**config.mk**
```make
export PLATFORM = sky130hd
export DESIGN_NAME = hsv_to_grb_color_converter_flat
export DESIGN_NICKNAME = d
export VERILOG_FILES = /design/src/hw/rtl/hsvgrb_pkg.sv /design/src/hw/rtl/hsv_pixel_if.sv /design/src/hw/rtl/grb_word_if.sv /design/src/hw/rtl/hsvgrb_sector.sv /design/src/hw/rtl/hsvgrb_terms.sv /design/src/hw/rtl/hsv_to_grb_color_converter.sv /design/src/flat_wrapper.sv
export SDC_FILE = /design/constraint.sdc
export NUM_CORES = 1
export LEC_CHECK = 0
export BUFFER_PORTS_ARGS = -buffer_cell sky130_fd_sc_hd__buf_4
export CORE_MARGIN = 2
export CORE_UTILIZATION = 55
export CTS_CLUSTER_DIAMETER = 100
export CTS_CLUSTER_SIZE = 20
export DETAILED_ROUTE_END_ITERATION = 8
export PLACE_DENSITY = 0.78
export SYNTH_ARGS = -nofsm -noshare
export SYNTH_HDL_FRONTEND = slang
export SYNTH_HIERARCHICAL = 1
export SYNTH_SLANG_ARGS = --single-unit
export TNS_END_PERCENT = 30
```
**constraint.sdc**
```tcl
create_clock -name clk -period 11.27 [get_ports clk]
set_input_delay 3.381 -clock clk [delete_from_list [all_inputs] [get_ports clk]]
set_output_delay 3.381 -clock clk [all_outputs]
set_load 0.05 [all_outputs]
```
**src/hw/rtl/hsvgrb_pkg.sv**
```systemverilog
// shared widths, constants and stage payload types of the hsv to grb converter
`default_nettype none

package hsvgrb_pkg;

    localparam int HUE_W  = 9;
    localparam int CH_W   = 8;
    localparam int GRB_W  = 24;
    localparam int SECT_W = 4;
    localparam int PROD_W = 2 * CH_W;

    localparam logic [HUE_W-1:0] HUE_MAX      = 9'd360;
    localparam int               SECTOR_WIDTH = 43;
    localparam int               REM_SCALE    = 6;
    localparam logic [CH_W-1:0]  FULL_LEVEL   = 8'd255;
    localparam logic [CH_W-1:0]  REM_MAX      = 8'd252;

    // hue / 43 as (hue * 382) >> 14, exact for hue 0..360
    localparam int RECIP       = 382;
    localparam int RECIP_SHIFT = 14;
    localparam int RECIP_W     = HUE_W + 9;

    localparam logic [SECT_W-1:0] SECT_RED_YEL  = 4'd0;
    localparam logic [SECT_W-1:0] SECT_YEL_GRN  = 4'd1;
    localparam logic [SECT_W-1:0] SECT_GRN_CYN  = 4'd2;
    localparam logic [SECT_W-1:0] SECT_CYN_BLU  = 4'd3;
    localparam logic [SECT_W-1:0] SECT_BLU_MAG  = 4'd4;
    localparam logic [SECT_W-1:0] SECT_LAST_MAX = 4'd8;

    typedef struct packed {
        logic [SECT_W-1:0] sector;
        logic [CH_W-1:0]   rem;
        logic [CH_W-1:0]   sat;
        logic [CH_W-1:0]   bri;
        logic [CH_W-1:0]   p;
    } sec_t;

    typedef struct packed {
        logic [SECT_W-1:0] sector;
        logic [CH_W-1:0]   bri;
        logic [CH_W-1:0]   p;
        logic [CH_W-1:0]   q;
        logic [CH_W-1:0]   t;
    } terms_t;

endpackage

`default_nettype wire

```
**src/hw/rtl/hsv_pixel_if.sv**
```systemverilog
// input channel carrying one hsv pixel item
`default_nettype none

interface hsv_pixel_if
    import hsvgrb_pkg::*;
();
    logic             valid;
    logic             ready;
    logic [HUE_W-1:0] hue;
    logic [CH_W-1:0]  saturation;
    logic [CH_W-1:0]  brightness;

    modport source (output valid, output hue, output saturation, output brightness,
                    input ready);
    modport sink   (input valid, input hue, input saturation, input brightness,
                    output ready);
endinterface

`default_nettype wire

```
**src/hw/rtl/grb_word_if.sv**
```systemverilog
// output channel carrying one packed grb color item
`default_nettype none

interface grb_word_if
    import hsvgrb_pkg::*;
();
    logic             valid;
    logic             ready;
    logic [GRB_W-1:0] grb_word;

    modport source (output valid, output grb_word, input ready);
    modport sink   (input valid, input grb_word, output ready);
endinterface

`default_nettype wire

```
**src/hw/rtl/hsvgrb_sector.sv**
```systemverilog
// stages one and two: hue clamp, sector, scaled remainder and the p term
`default_nettype none

module hsvgrb_sector
    import hsvgrb_pkg::*;
(
    input  wire logic             clk,
    input  wire logic             rst_n,
    input  wire logic             in_valid,
    output logic                  in_ready,
    input  wire logic [HUE_W-1:0] hue,
    input  wire logic [CH_W-1:0]  sat,
    input  wire logic [CH_W-1:0]  bri,
    output logic                  out_valid,
    input  wire logic             out_ready,
    output sec_t                  out_data
);

    logic               s1_valid_reg;
    logic               s2_valid_reg;
    logic               s1_ready;
    logic               s2_ready;

    logic [HUE_W-1:0]   hue_clamped;
    logic [RECIP_W-1:0] recip_prod;

    logic [HUE_W-1:0]   h1_reg;
    logic [SECT_W-1:0]  sec1_reg;
    logic [SECT_W-1:0]  sec1_next;
    logic [CH_W-1:0]    sat1_reg;
    logic [CH_W-1:0]    bri1_reg;

    logic [HUE_W-1:0]   sect_base;
    logic [5:0]         sect_offset;
    logic [PROD_W-1:0]  p_prod;
    sec_t               s2_next;
    sec_t               s2_reg;

    assign s1_ready = !s1_valid_reg || s2_ready;
    assign s2_ready = !s2_valid_reg || out_ready;
    assign in_ready = s1_ready;

    assign hue_clamped = (hue > HUE_MAX) ? HUE_MAX : hue;
    assign recip_prod  = RECIP_W'(hue_clamped) * RECIP_W'(RECIP);
    assign sec1_next   = recip_prod[RECIP_SHIFT +: SECT_W];

    // remainder within the sector, scaled by six
    assign sect_base   = HUE_W'(sec1_reg) * HUE_W'(SECTOR_WIDTH);
    assign sect_offset = 6'(h1_reg - sect_base);
    assign p_prod      = PROD_W'(bri1_reg) * PROD_W'(FULL_LEVEL - sat1_reg);

    always_comb
    begin
        s2_next.sector = sec1_reg;
        s2_next.rem    = CH_W'(CH_W'(sect_offset) * CH_W'(REM_SCALE));
        s2_next.sat    = sat1_reg;
        s2_next.bri    = bri1_reg;
        s2_next.p      = p_prod[PROD_W-1 -: CH_W];
    end

    always_ff @(posedge clk or negedge rst_n)
    begin
        if (!rst_n)
        begin
            s1_valid_reg <= 1'b0;
            s2_valid_reg <= 1'b0;
        end
        else
        begin
            if (s1_ready)
                s1_valid_reg <= in_valid;
            if (s2_ready)
                s2_valid_reg <= s1_valid_reg;
        end
    end

    always_ff @(posedge clk)
    begin
        if (s1_ready && in_valid)
        begin
            h1_reg   <= hue_clamped;
            sec1_reg <= sec1_next;
            sat1_reg <= sat;
            bri1_reg <= bri;
        end
        if (s2_ready && s1_valid_reg)
            s2_reg <= s2_next;
    end

    assign out_valid = s2_valid_reg;
    assign out_data  = s2_reg;

    a_rem_range: assert property (@(posedge clk) disable iff (!rst_n)
        s2_valid_reg |-> (s2_reg.rem <= REM_MAX))
        else $error("scaled remainder out of range");

    a_sector_range: assert property (@(posedge clk) disable iff (!rst_n)
        s1_valid_reg |-> (sec1_reg <= SECT_LAST_MAX && h1_reg >= sect_base))
        else $error("sector does not match clamped hue");

    a_p_bound: assert property (@(posedge clk) disable iff (!rst_n)
        s2_valid_reg |-> (s2_reg.p <= s2_reg.bri))
        else $error("p term above brightness");

endmodule

`default_nettype wire

```
**src/hw/rtl/hsvgrb_terms.sv**
```systemverilog
// stages three and four: saturation products, then the q and t terms
`default_nettype none

module hsvgrb_terms
    import hsvgrb_pkg::*;
(
    input  wire logic clk,
    input  wire logic rst_n,
    input  wire logic in_valid,
    output logic      in_ready,
    input  wire sec_t in_data,
    output logic      out_valid,
    input  wire logic out_ready,
    output terms_t    out_data
);

    typedef struct packed {
        logic [SECT_W-1:0] sector;
        logic [CH_W-1:0]   bri;
        logic [CH_W-1:0]   p;
        logic [CH_W-1:0]   sq;
        logic [CH_W-1:0]   st;
    } scaled_t;

    logic              s3_valid_reg;
    logic              s4_valid_reg;
    logic              s3_ready;
    logic              s4_ready;

    logic [PROD_W-1:0] sq_prod;
    logic [PROD_W-1:0] st_prod;
    scaled_t           s3_next;
    scaled_t           s3_reg;

    logic [PROD_W-1:0] q_prod;
    logic [PROD_W-1:0] t_prod;
    terms_t            s4_next;
    terms_t            s4_reg;

    assign s3_ready = !s3_valid_reg || s4_ready;
    assign s4_ready = !s4_valid_reg || out_ready;
    assign in_ready = s3_ready;

    assign sq_prod = PROD_W'(in_data.sat) * PROD_W'(in_data.rem);
    assign st_prod = PROD_W'(in_data.sat) * PROD_W'(FULL_LEVEL - in_data.rem);

    always_comb
    begin
        s3_next.sector = in_data.sector;
        s3_next.bri    = in_data.bri;
        s3_next.p      = in_data.p;
        s3_next.sq     = sq_prod[PROD_W-1 -: CH_W];
        s3_next.st     = st_prod[PROD_W-1 -: CH_W];
    end

    assign q_prod = PROD_W'(s3_reg.bri) * PROD_W'(FULL_LEVEL - s3_reg.sq);
    assign t_prod = PROD_W'(s3_reg.bri) * PROD_W'(FULL_LEVEL - s3_reg.st);

    always_comb
    begin
        s4_next.sector = s3_reg.sector;
        s4_next.bri    = s3_reg.bri;
        s4_next.p      = s3_reg.p;
        s4_next.q      = q_prod[PROD_W-1 -: CH_W];
        s4_next.t      = t_prod[PROD_W-1 -: CH_W];
    end

    always_ff @(posedge clk or negedge rst_n)
    begin
        if (!rst_n)
        begin
            s3_valid_reg <= 1'b0;
            s4_valid_reg <= 1'b0;
        end
        else
        begin
            if (s3_ready)
                s3_valid_reg <= in_valid;
            if (s4_ready)
                s4_valid_reg <= s3_valid_reg;
        end
    end

    always_ff @(posedge clk)
    begin
        if (s3_ready && in_valid)
            s3_reg <= s3_next;
        if (s4_ready && s3_valid_reg)
            s4_reg <= s4_next;
    end

    assign out_valid = s4_valid_reg;
    assign out_data  = s4_reg;

    a_q_bound: assert property (@(posedge clk) disable iff (!rst_n)
        s4_valid_reg |-> (s4_reg.q <= s4_reg.bri))
        else $error("q term above brightness");

    a_t_bound: assert property (@(posedge clk) disable iff (!rst_n)
        s4_valid_reg |-> (s4_reg.t <= s4_reg.bri))
        else $error("t term above brightness");

    a_stall_keeps: assert property (@(posedge clk) disable iff (!rst_n)
        (s4_valid_reg && !out_ready) |=> s4_valid_reg)
        else $error("stalled item dropped from stage four");

endmodule

`default_nettype wire

```
**src/hw/rtl/hsv_to_grb_color_converter.sv**
```systemverilog
// top level of the hsv to grb color converter: pipeline and channel select
`default_nettype none

// Converts one hue/saturation/brightness item into a packed grb word
// (green 23-16, red 15-8, blue 7-0). Five register stages: clamp and sector,
// remainder and p, saturation products, q and t, channel select into the
// output register. One item is accepted every clock unless a stall on the
// output has backed up to the input. Each stage holds its item while the
// next is full, so a stall on the output backs up stage by stage without
// loss. Hues above 360 are treated as 360; sectors five and up share the
// last channel selection.
module hsv_to_grb_color_converter
    import hsvgrb_pkg::*;
(
    input wire logic   clk,
    input wire logic   rst_n,
    hsv_pixel_if.sink  pixel,
    grb_word_if.source color
);

    logic              sec_valid;
    logic              sec_ready;
    sec_t              sec_data;
    logic              terms_valid;
    logic              terms_ready;
    terms_t            terms_data;

    logic              out_valid_reg;
    logic [GRB_W-1:0]  grb_reg;
    logic [GRB_W-1:0]  grb_next;
    logic [CH_W-1:0]   red;
    logic [CH_W-1:0]   green;
    logic [CH_W-1:0]   blue;

    hsvgrb_sector u_sector (
        .clk       (clk),
        .rst_n     (rst_n),
        .in_valid  (pixel.valid),
        .in_ready  (pixel.ready),
        .hue       (pixel.hue),
        .sat       (pixel.saturation),
        .bri       (pixel.brightness),
        .out_valid (sec_valid),
        .out_ready (sec_ready),
        .out_data  (sec_data)
    );

    hsvgrb_terms u_terms (
        .clk       (clk),
        .rst_n     (rst_n),
        .in_valid  (sec_valid),
        .in_ready  (sec_ready),
        .in_data   (sec_data),
        .out_valid (terms_valid),
        .out_ready (terms_ready),
        .out_data  (terms_data)
    );

    assign terms_ready = !out_valid_reg || color.ready;

    always_comb
    begin
        unique case (terms_data.sector)
            SECT_RED_YEL:
            begin
                red   = terms_data.bri;
                green = terms_data.t;
                blue  = terms_data.p;
            end
            SECT_YEL_GRN:
            begin
                red   = terms_data.q;
                green = terms_data.bri;
                blue  = terms_data.p;
            end
            SECT_GRN_CYN:
            begin
                red   = terms_data.p;
                green = terms_data.bri;
                blue  = terms_data.t;
            end
            SECT_CYN_BLU:
            begin
                red   = terms_data.p;
                green = terms_data.q;
                blue  = terms_data.bri;
            end
            SECT_BLU_MAG:
            begin
                red   = terms_data.t;
                green = terms_data.p;
                blue  = terms_data.bri;
            end
            default:
            begin
                // magenta back to red, and every higher sector
                red   = terms_data.bri;
                green = terms_data.p;
                blue  = terms_data.q;
            end
        endcase
        grb_next = {green, red, blue};
    end

    always_ff @(posedge clk or negedge rst_n)
    begin
        if (!rst_n)
            out_valid_reg <= 1'b0;
        else if (terms_ready)
            out_valid_reg <= terms_valid;
    end

    always_ff @(posedge clk)
    begin
        if (terms_ready && terms_valid)
            grb_reg <= grb_next;
    end

    assign color.valid    = out_valid_reg;
    assign color.grb_word = grb_reg;

    a_empty_accepts: assert property (@(posedge clk) disable iff (!rst_n)
        !out_valid_reg |-> pixel.ready)
        else $error("input stalled while output stage is empty");

    a_terms_to_out: assert property (@(posedge clk) disable iff (!rst_n)
        (terms_valid && terms_ready) |=> out_valid_reg)
        else $error("item lost between stage four and output");

    a_terms_hold: assert property (@(posedge clk) disable iff (!rst_n)
        (terms_valid && !terms_ready) |=> (terms_valid && $stable(terms_data)))
        else $error("stage four changed while stalled");

endmodule

`default_nettype wire

```
**src/flat_wrapper.sv**
```systemverilog
// flat-port wrapper written by rule: the top's interface ports become plain ports
module hsv_to_grb_color_converter_flat import hsvgrb_pkg::*;
  (clk, rst_n, pixel_valid, pixel_hue, pixel_saturation, pixel_brightness, pixel_ready, color_valid, color_grb_word, color_ready);
  hsv_pixel_if pixel_i ();
  grb_word_if color_i ();
  input wire logic clk;
  input wire logic rst_n;
  input wire logic [$bits(pixel_i.valid)-1:0] pixel_valid;
  input wire logic [$bits(pixel_i.hue)-1:0] pixel_hue;
  input wire logic [$bits(pixel_i.saturation)-1:0] pixel_saturation;
  input wire logic [$bits(pixel_i.brightness)-1:0] pixel_brightness;
  output wire logic [$bits(pixel_i.ready)-1:0] pixel_ready;
  output wire logic [$bits(color_i.valid)-1:0] color_valid;
  output wire logic [$bits(color_i.grb_word)-1:0] color_grb_word;
  input wire logic [$bits(color_i.ready)-1:0] color_ready;
  assign pixel_i.valid = pixel_valid;
  assign pixel_i.hue = pixel_hue;
  assign pixel_i.saturation = pixel_saturation;
  assign pixel_i.brightness = pixel_brightness;
  assign pixel_ready = pixel_i.ready;
  assign color_valid = color_i.valid;
  assign color_grb_word = color_i.grb_word;
  assign color_i.ready = color_ready;
  hsv_to_grb_color_converter u_core (.clk(clk), .rst_n(rst_n), .pixel(pixel_i), .color(color_i));
endmodule
```
# After elaboration in Yosys (flattened, before gate mapping)
# Cells that the tools add are included.
# word_totals
output_inout_bits	26
in_bits	29
elab_cells	67
ff_bits	162
# op_classes
eq_ne	4
mux	4
n_lt_le_gt_ge	1
multipliers	8
reduce_logical	20
add_sub_neg	5
# ops
op	count
$pmux W8 S3	3
$mul A9 B9 Y16	4
$sub A8 B8 Y9 const A	4
$mul A9 B8 Y17 const B	1
$mul A8 B7 Y15	1
$gt A9 B9 Y1 const B	1
$mux W9	1
$eq A4 B2 Y1 const B	2
$reduce_or A2 Y1	4
$mul A6 B2 Y7 const B	1
$mul A4 B6 Y6 const B	1
$sub A6 B6 Y6	1
$logic_and A1 B1 Y1	5
$logic_not A1 Y1	5
$logic_or A1 B1 Y1	5
$eq A4 B1 Y1 const B	1
$eq A4 B3 Y1 const B	1
$logic_not A4 Y1	1

# Logic depth before layout (Yosys ltp)
# Gate-level depths: netlist of the first run.
# logic_depth
ltp_word	7
ltp_mapped	21
depth_no_buf	21

# Hierarchy
# The synthesis of the first run kept the hierarchy.
# by_module_without_submodules
mod	area_per_inst_um2	seq_area_each_um2	n_inst	cells_per_inst
hsvgrb_terms	10266.1	2212.1	1	979
hsvgrb_sector	6233.5	1881.8	1	555
hsv_to_grb_color_converter	1769.2	745.7	1	175

# Least setup slack after synthesis of the first run
# Ideal clock, no wire load.
# synth_path
path_type	input to register
from	input port pixel_hue[0]
to	register u_core.u_sector.sec1_reg[3], data pin
t_arrival_ns	7.852
t_required_ns	11.001
path_buffers	0
path_slack_ns	3.149
setup_time_ns	0.269
cell_stages	20
path_cell_list	or3_1 -> a21oi_1 -> nor2_1 -> o21ai_2 -> nand2b_1 -> fa_1 -> inv_1 -> fa_1 -> inv_1 -> fa_1 -> inv_1 -> fa_1 -> inv_1 -> ha_1 -> a21oi_1 -> o21ai_1 -> a21oi_1 -> a21bo_2 -> o31ai_1 -> xor2_1
# synth_via
elab_chain_len	3
# synth_rtl
element	line	text
start: declaration	flat_wrapper.sv:9	input wire logic [$bits(pixel_i.hue)-1:0] pixel_hue;
$gt A9 B9 Y1	hsvgrb_sector.sv:43	assign hue_clamped = (hue > HUE_MAX) ? HUE_MAX : hue;
$mux W9 (*)	hsvgrb_sector.sv:43	
$mul A9 B8 Y17 (*)	hsvgrb_sector.sv:44	assign recip_prod = RECIP_W'(hue_clamped) * RECIP_W'(RECIP);
via u_core.u_sector.recip_prod[17]	hsvgrb_sector.sv:25	logic [RECIP_W-1:0] recip_prod;
end signal: assignment	hsvgrb_sector.sv:82	sec1_reg <= sec1_next;
end: declaration	hsvgrb_sector.sv:28	logic [SECT_W-1:0] sec1_reg;
# The timed path passes the listed nets; every way through them passes the cells marked *.
# A chain may end at the register's enable or synchronous reset.

# Worst setup path after layout of the first run
# Ends and elaborated chain as after synthesis.

==> results of run 1 <==
[final timing paths]
path | start | endpoint | slack [ns]
max | pixel_hue[0] | u_core/u_sector/sec1_reg[3] | 3.13
min | u_core/u_sector/out_data[2] | u_core/u_terms/s3_reg[18] | 0.41
max reg2reg | u_core/u_sector/sat1_reg[4] | u_core/u_sector/out_data[7] | 6.38
min reg2reg | u_core/u_sector/out_data[2] | u_core/u_terms/s3_reg[18] | 0.41
max in group asynchronous | rst_n | u_core/u_sector/out_valid | 8.42
min in group asynchronous | rst_n | u_core/color.valid | 2.74
[synth_stat cells (5+ instances only)]
cell,count,area share [%]
nor3_1,7,0.19
o211ai_1,5,0.21
edfxtp_1,157,26
clkbuf_1,35,0.72
nor2b_1,169,5.8
inv_1,306,6.3
nand2_1,51,1.0
a221o_1,8,0.44
and2_0,6,0.21
or4bb_1,8,0.49
xnor2_1,39,1.9
o21a_1,8,0.33
a21o_1,22,0.90
and2_1,62,2.1
a21oi_1,57,1.6
a211oi_1,12,0.49
xor2_1,20,0.96
buf_2,7,0.19
a32oi_1,8,0.38
nand3_1,10,0.27
and2b_1,5,0.21
mux2i_1,8,0.44
a31oi_1,7,0.24
o21ai_0,36,0.99
nand3b_1,10,0.41
ha_1,226,15
nor2_1,23,0.47
dfrtp_1,5,0.68
o31ai_1,11,0.45
o21ai_1,6,0.16
fa_1,214,23
nand2b_1,95,3.3
[through the flow]
stage	setup WS (ns)	hold slack [ns]	utilization [%]
global placement	2.79	0.400	58.4
finish	3.13	0.412	60.3
floorplan	3.15	0.400	-
CTS	3.11	0.408	60.3
detailed placement	2.66	0.405	58.4
global route	2.77	0.425	60.3
[layout make-up]
class | instances | share of cell area (%)
repair buffers | 60 | 2.29
clock inverters | 14 | 0.872
inverters | 308 | 5.88
multi-input cells | 1192 | 61.3
clock buffers | 18 | 2.18
well taps | 442 | 2.81
flip-flops and latches | 162 | 24.6
[logic make-up after synthesis]
| kind of cell | Yosys count | synth area share (%) |
|---|---|---|
| AOI/OAI and AO/OA | 211 | 7.94 |
| DFF | 162 | 26.5 |
| muxes | 8 | 0.438 |
| other | 1 | 0.0205 |
| adders and majority gates | 440 | 38.9 |
| xor gates and xnor gates | 59 | 2.83 |
| and+or+nand+nor | 473 | 15.9 |
| buffers and inverters | 355 | 7.49 |
[per-layer routing]
layer,share of wire (%),vias to the layer above,GRT usage [%]
met3,3.5,50,2.36
met4,2.1,0,6.46
met5,0,-,0
li1,-,5657,-
met2,50,251,38.9
met1,45,5971,28.9
==> impl_metrics.env, run 1 <==
export IMPL_final_area_mm2=0.0197
export IMPL_fin_crit_ns=8.14
export IMPL_drc=0
export IMPL_antenna_found_initial=0
export IMPL_cts_hold_buf=0
export IMPL_ios=55
export IMPL_crit_slowest_cell="fa_1"
export IMPL_grt_total_usage_pct=22.0
export IMPL_synth_edf_count=157
export IMPL_tns_ns=0
export IMPL_wl_mm=35.8
export IMPL_layout_common_cells="inv_1 (306), ha_1 (226), fa_1 (214)"
export IMPL_critical_path_class="input pin to flop"
export IMPL_cts_sinks=162
export IMPL_final_layout_size_suffix_gt1_share_pct=6.44
export IMPL_maxSlewViolCount=0
export IMPL_crit_required_ns=11.43
export IMPL_worst_path_buf_inv=5
export IMPL_drv_cap=0
export IMPL_post_cts_buffers=0
export IMPL_cts_root_buf="clkbuf_16"
export IMPL_gr_total_overflow=0
export IMPL_rows=66
export IMPL_cts_tree="built"
export IMPL_syn_area_mm2=0.0183
export IMPL_crit_chain="buf_4, or3_1, a21oi_1, nor2_1, o21ai_2, nand2b_1, fa_1, inv_1, fa_1, inv_1, fa_1, inv_1, fa_1, inv_1, ha_1, a21oi_1, o21ai_1, a21oi_1, a21bo_2, o31ai_1, xor2_1"
export IMPL_finalHoldViolCount=0
export IMPL_multi_input_area_mm2=0.0121
export IMPL_async_reset_ff_share_pct=3.09
export IMPL_syn_inst=1709
export IMPL_cp_depth=21
export IMPL_holdPathStages=0
export IMPL_areaGrowthSynthToFinish_pct=7.62
export IMPL_crit_family="adder cells"
export IMPL_outcome="finished clean"
export IMPL_wl_per_cell_um=16.3
export IMPL_first_pass_iters=5
export IMPL_seqCellArea_mm2=0.00484
export IMPL_setup_viol=0
export IMPL_num_vias=11929
export IMPL_nFillCells=2607
export IMPL_initialDrtViolationCount=802
export IMPL_place_hpwl_mm=27.5
export IMPL_cpPeakStageDelay_ns=0.56
export IMPL_ys_ff_latch=162
export IMPL_synth_distinct_cells=80
export IMPL_clkTransAtPathRegs_ns=0.07
export IMPL_finClkSkew_ns=0.0167
export IMPL_yosysWarningCount=6
export IMPL_cts_buffers=17
export IMPL_max_freq_mhz=123
export IMPL_rsz0062_at_grt="no"
export IMPL_place_area_mm2=0.0191
export IMPL_grt_max_degree=47
export IMPL_clock_latency_ns=0.42
export IMPL_worstHoldPathType="flop to flop"
export IMPL_via_per_inst=5.43
export IMPL_yosysSeqAreaShare_pct=26.5
export IMPL_crit_arrival_ns=8.31
export IMPL_final_cells=2196
export IMPL_die_h_um=186
export IMPL_tightest_slew_ns=0.988
export IMPL_start_util_pct=56.0
export IMPL_die_area_mm2=0.0347
export IMPL_gp_congestion=0.896
export IMPL_grt_pass1_wl_mm=60.8
export IMPL_cp_max_fo=10
export IMPL_synth_flop_cell="edfxtp_1"
export IMPL_cts_resized=0
export IMPL_relSlewSlack_pct=34.1
export IMPL_portBuffers=54
export IMPL_h_tree_depth=4
export IMPL_syn_nets=2178
export IMPL_r2r_cells=15
export IMPL_ant_nets=0
export IMPL_finalCritPeriodShare_pct=72.2
export IMPL_antenna_cells=0
export IMPL_avgSynthCellArea_um2=10.7
export IMPL_layout_commonest_cell="inv_1"
export IMPL_critPathCaptureType="flop"
export IMPL_nets=2210
export IMPL_cts_max_path_buffers=2
export IMPL_fp_coreArea_mm2=0.0326
export IMPL_placed_cells=2164
export IMPL_die_width_um=186
export IMPL_grt_pass1_vias=12500
export IMPL_startpoint_type="input pin"
Power of run 1 is left out: the tool's default activity adds up to more than one toggle a clock period on the data nets, which glitch-free logic cannot reach.
==> run 2, diff against run 1 <==
ABC_AREA = 1   (was default)
clock period = 7.81 ns   (was 11.27 ns; I/O delays follow)
==> impl_metrics.env, run 2 <==
export IMPL_final_layout_size_suffix_gt1_share_pct=6.56
export IMPL_cts_hold_buf=0
export IMPL_synth_distinct_cells=45
export IMPL_critical_path_class="input pin to flop"
export IMPL_grt_max_degree=46
export IMPL_ys_top_cells_by_count="inv_1 (495), nand2_1 (444), ha_1 (226)"
export IMPL_syn_nets=2670
export IMPL_h_tree_depth=4
export IMPL_num_vias=14286
export IMPL_crit_chain="buf_4, inv_1, nor3_2, nand4_1, nand2_1, inv_4, nor2_2, inv_1, fa_1, inv_1, fa_1, inv_1, fa_1, inv_1, fa_1, inv_1, ha_1, a21oi_1, o21ai_0, a21oi_1, nand2_1, nand2_1, nand2_1"
export IMPL_die_width_um=189
export IMPL_grt_pass1_vias=14736
export IMPL_crit_top_cell="inv_1"
export IMPL_nets=2698
export IMPL_crit_family="adder cells"
export IMPL_critPathCaptureType="flop"
export IMPL_r2r_slack_ns=3.03
export IMPL_async_reset_ff_share_pct=3.09
export IMPL_finClkSkew_ns=0.0181
export IMPL_synth_top_cell_area_share_pct=25.0
export IMPL_place_hpwl_mm=32.8
export IMPL_gp_congestion=0.907
export IMPL_syn_inst=2201
export IMPL_worst_path_buf_inv=8
export IMPL_worstHoldPathType="flop to flop"
export IMPL_layout_common_cells="inv_1 (495), nand2_1 (444), ha_1 (226)"
export IMPL_rsz0062_at_grt="no"
export IMPL_fp_coreArea_mm2=0.0336
export IMPL_r2r_end="u_core/u_terms/s3_reg[5]"
export IMPL_cts_root_buf="clkbuf_16"
export IMPL_syn_area_mm2=0.0188
export IMPL_start_util_pct=56.1
export IMPL_wl_mm=40.8
export IMPL_tightest_slew_ns=1.20
export IMPL_antenna_found_initial=0
export IMPL_drc=0
export IMPL_yosysWarningCount=6
export IMPL_relSlewSlack_pct=20.1
export IMPL_fin_crit_ns=6.81
export IMPL_nFillCells=2820
export IMPL_outcome="finished clean"
export IMPL_cts_max_path_buffers=2
export IMPL_ios=55
export IMPL_cts_buffers=17
export IMPL_avgSynthCellArea_um2=8.56
export IMPL_areaGrowthSynthToFinish_pct=7.41
export IMPL_yosysSeqAreaShare_pct=25.7
export IMPL_ant_nets=0
export IMPL_rows=67
export IMPL_maxSlewViolCount=0
export IMPL_synth_most_common_cell="inv_1"
export IMPL_grt_pass1_wl_mm=69.3
export IMPL_layout_commonest_cell="inv_1"
export IMPL_startpoint_type="input pin"
export IMPL_yosys_top_cells_area="edfxtp_1 (25%), fa_1 (23%), ha_1 (15%)"
export IMPL_cts_resized=0
export IMPL_cts_tree="built"
export IMPL_via_per_inst=5.31
export IMPL_grt_total_usage_pct=24.0
export IMPL_min_from="u_core/u_sector/out_data[11]"
export IMPL_holdPathEnd="u_core/u_terms/s3_reg[27]"
export IMPL_cp_max_fo=11
export IMPL_die_h_um=189
export IMPL_wl_per_cell_um=15.2
export IMPL_first_pass_iters=6
export IMPL_synth_edf_count=157
export IMPL_crit_required_ns=8.00
export IMPL_die_area_mm2=0.0358
export IMPL_antenna_cells=0
export IMPL_finalCritPeriodShare_pct=87.2
export IMPL_finalHoldViolCount=0
export IMPL_cts_sinks=162
export IMPL_r2r_cells=16
export IMPL_synth_flop_cell="edfxtp_1"
export IMPL_ys_ff_latch=162
export IMPL_synth_area_leader_cell="edfxtp_1"
export IMPL_place_area_mm2=0.0196
export IMPL_drv_cap=0
export IMPL_post_cts_buffers=0
export IMPL_portBuffers=54
export IMPL_clock_latency_ns=0.44
export IMPL_clkTransAtPathRegs_ns=0.07
export IMPL_crit_slowest_cell="fa_1"
export IMPL_initialDrtViolationCount=978
export IMPL_gr_total_overflow=0
export IMPL_cpPeakStageDelay_ns=0.55
export IMPL_crit_arrival_ns=7.00
export IMPL_setup_viol=0
export IMPL_r2r_start="u_core/u_sector/out_data[21]"
export IMPL_tns_ns=0
export IMPL_holdPathStages=0
export IMPL_final_area_mm2=0.0202
export IMPL_max_freq_mhz=147
[run 2: cell types whose count changed after synthesis, moves of 10 or more]
cell	previous run	this run
nand2_1	51	444
nor2_1	23	219
inv_1	306	495
nor2b_1	169	0
nand3_1	10	153
nand2b_1	95	0
and2_1	62	3
xnor2_1	39	14
a21o_1	22	5
a21oi_1	57	70
a211oi_1	12	0
o31ai_1	11	0
nand2_2	1	11
[run 2: how the worst max path moves through the flow]
stage,startpoint,slack [ns],to,cells past startpoint
finish,pixel_hue[8],1.00,u_core/u_sector/sec1_reg[2],23
CTS,pixel_hue[8],1.02,u_core/u_sector/sec1_reg[2],23
global route,pixel_hue[8],0.72,u_core/u_sector/sec1_reg[2],23
global placement,pixel_hue[8],0.69,u_core/u_sector/sec1_reg[2],23
detailed placement,pixel_hue[8],0.55,u_core/u_sector/sec1_reg[2],23
floorplan,pixel_hue[8],1.21,u_core/u_sector/sec1_reg[2],23
[run 2: per-layer routing]
metal / vias up / global-route usage, % / share of wire (%)
met1: 6867 / 30.6 / 42
met4: 0 / 7.78 / 2.3
met5: - / 0 / 0
met3: 84 / 2.85 / 5.3
met2: 479 / 42.6 / 50
li1: 6856 / - / -
[run 2: kinds of logic (layout without fill, tap and decap cells)]
family	count (synthesis)	count (layout)	share of synthesized area [%]
compound gates	122	122	3.55
xor+xnor	35	35	1.63
fa+ha+maj	440	440	37.7
buf+inv	557	598	11.5
flops	162	162	25.7
other cells	1	1	0.0199
simple gates	884	884	19.9
[run 2: area by class of cell]
class,count,area [um^2],area share [%]
clock inverters,14,186,0.921
inverters,511,1930,9.56
well taps,448,561,2.77
repair buffers,55,413,2.04
clock buffers,18,439,2.17
multi-input cells,1482,11900,58.6
flip-flops and latches,162,4840,23.9
[run 2: per-stage QoR]
| step | utilization [%] | worst slack [ns] | cells | hold WS [ns] |
|---|---|---|---|---|
| floorplan | - | 1.21 | 2201 | 0.400 |
| global placement | 58.3 | 0.693 | 2658 | 0.403 |
| detailed placement | 58.3 | 0.554 | 2658 | 0.405 |
| CTS | 60.2 | 1.02 | 2690 | 0.414 |
| global route | 60.2 | 0.721 | 2690 | 0.419 |
| finish | 60.2 | 1.00 | 2690 | 0.409 |
Power of run 2 is left out for the same reason.
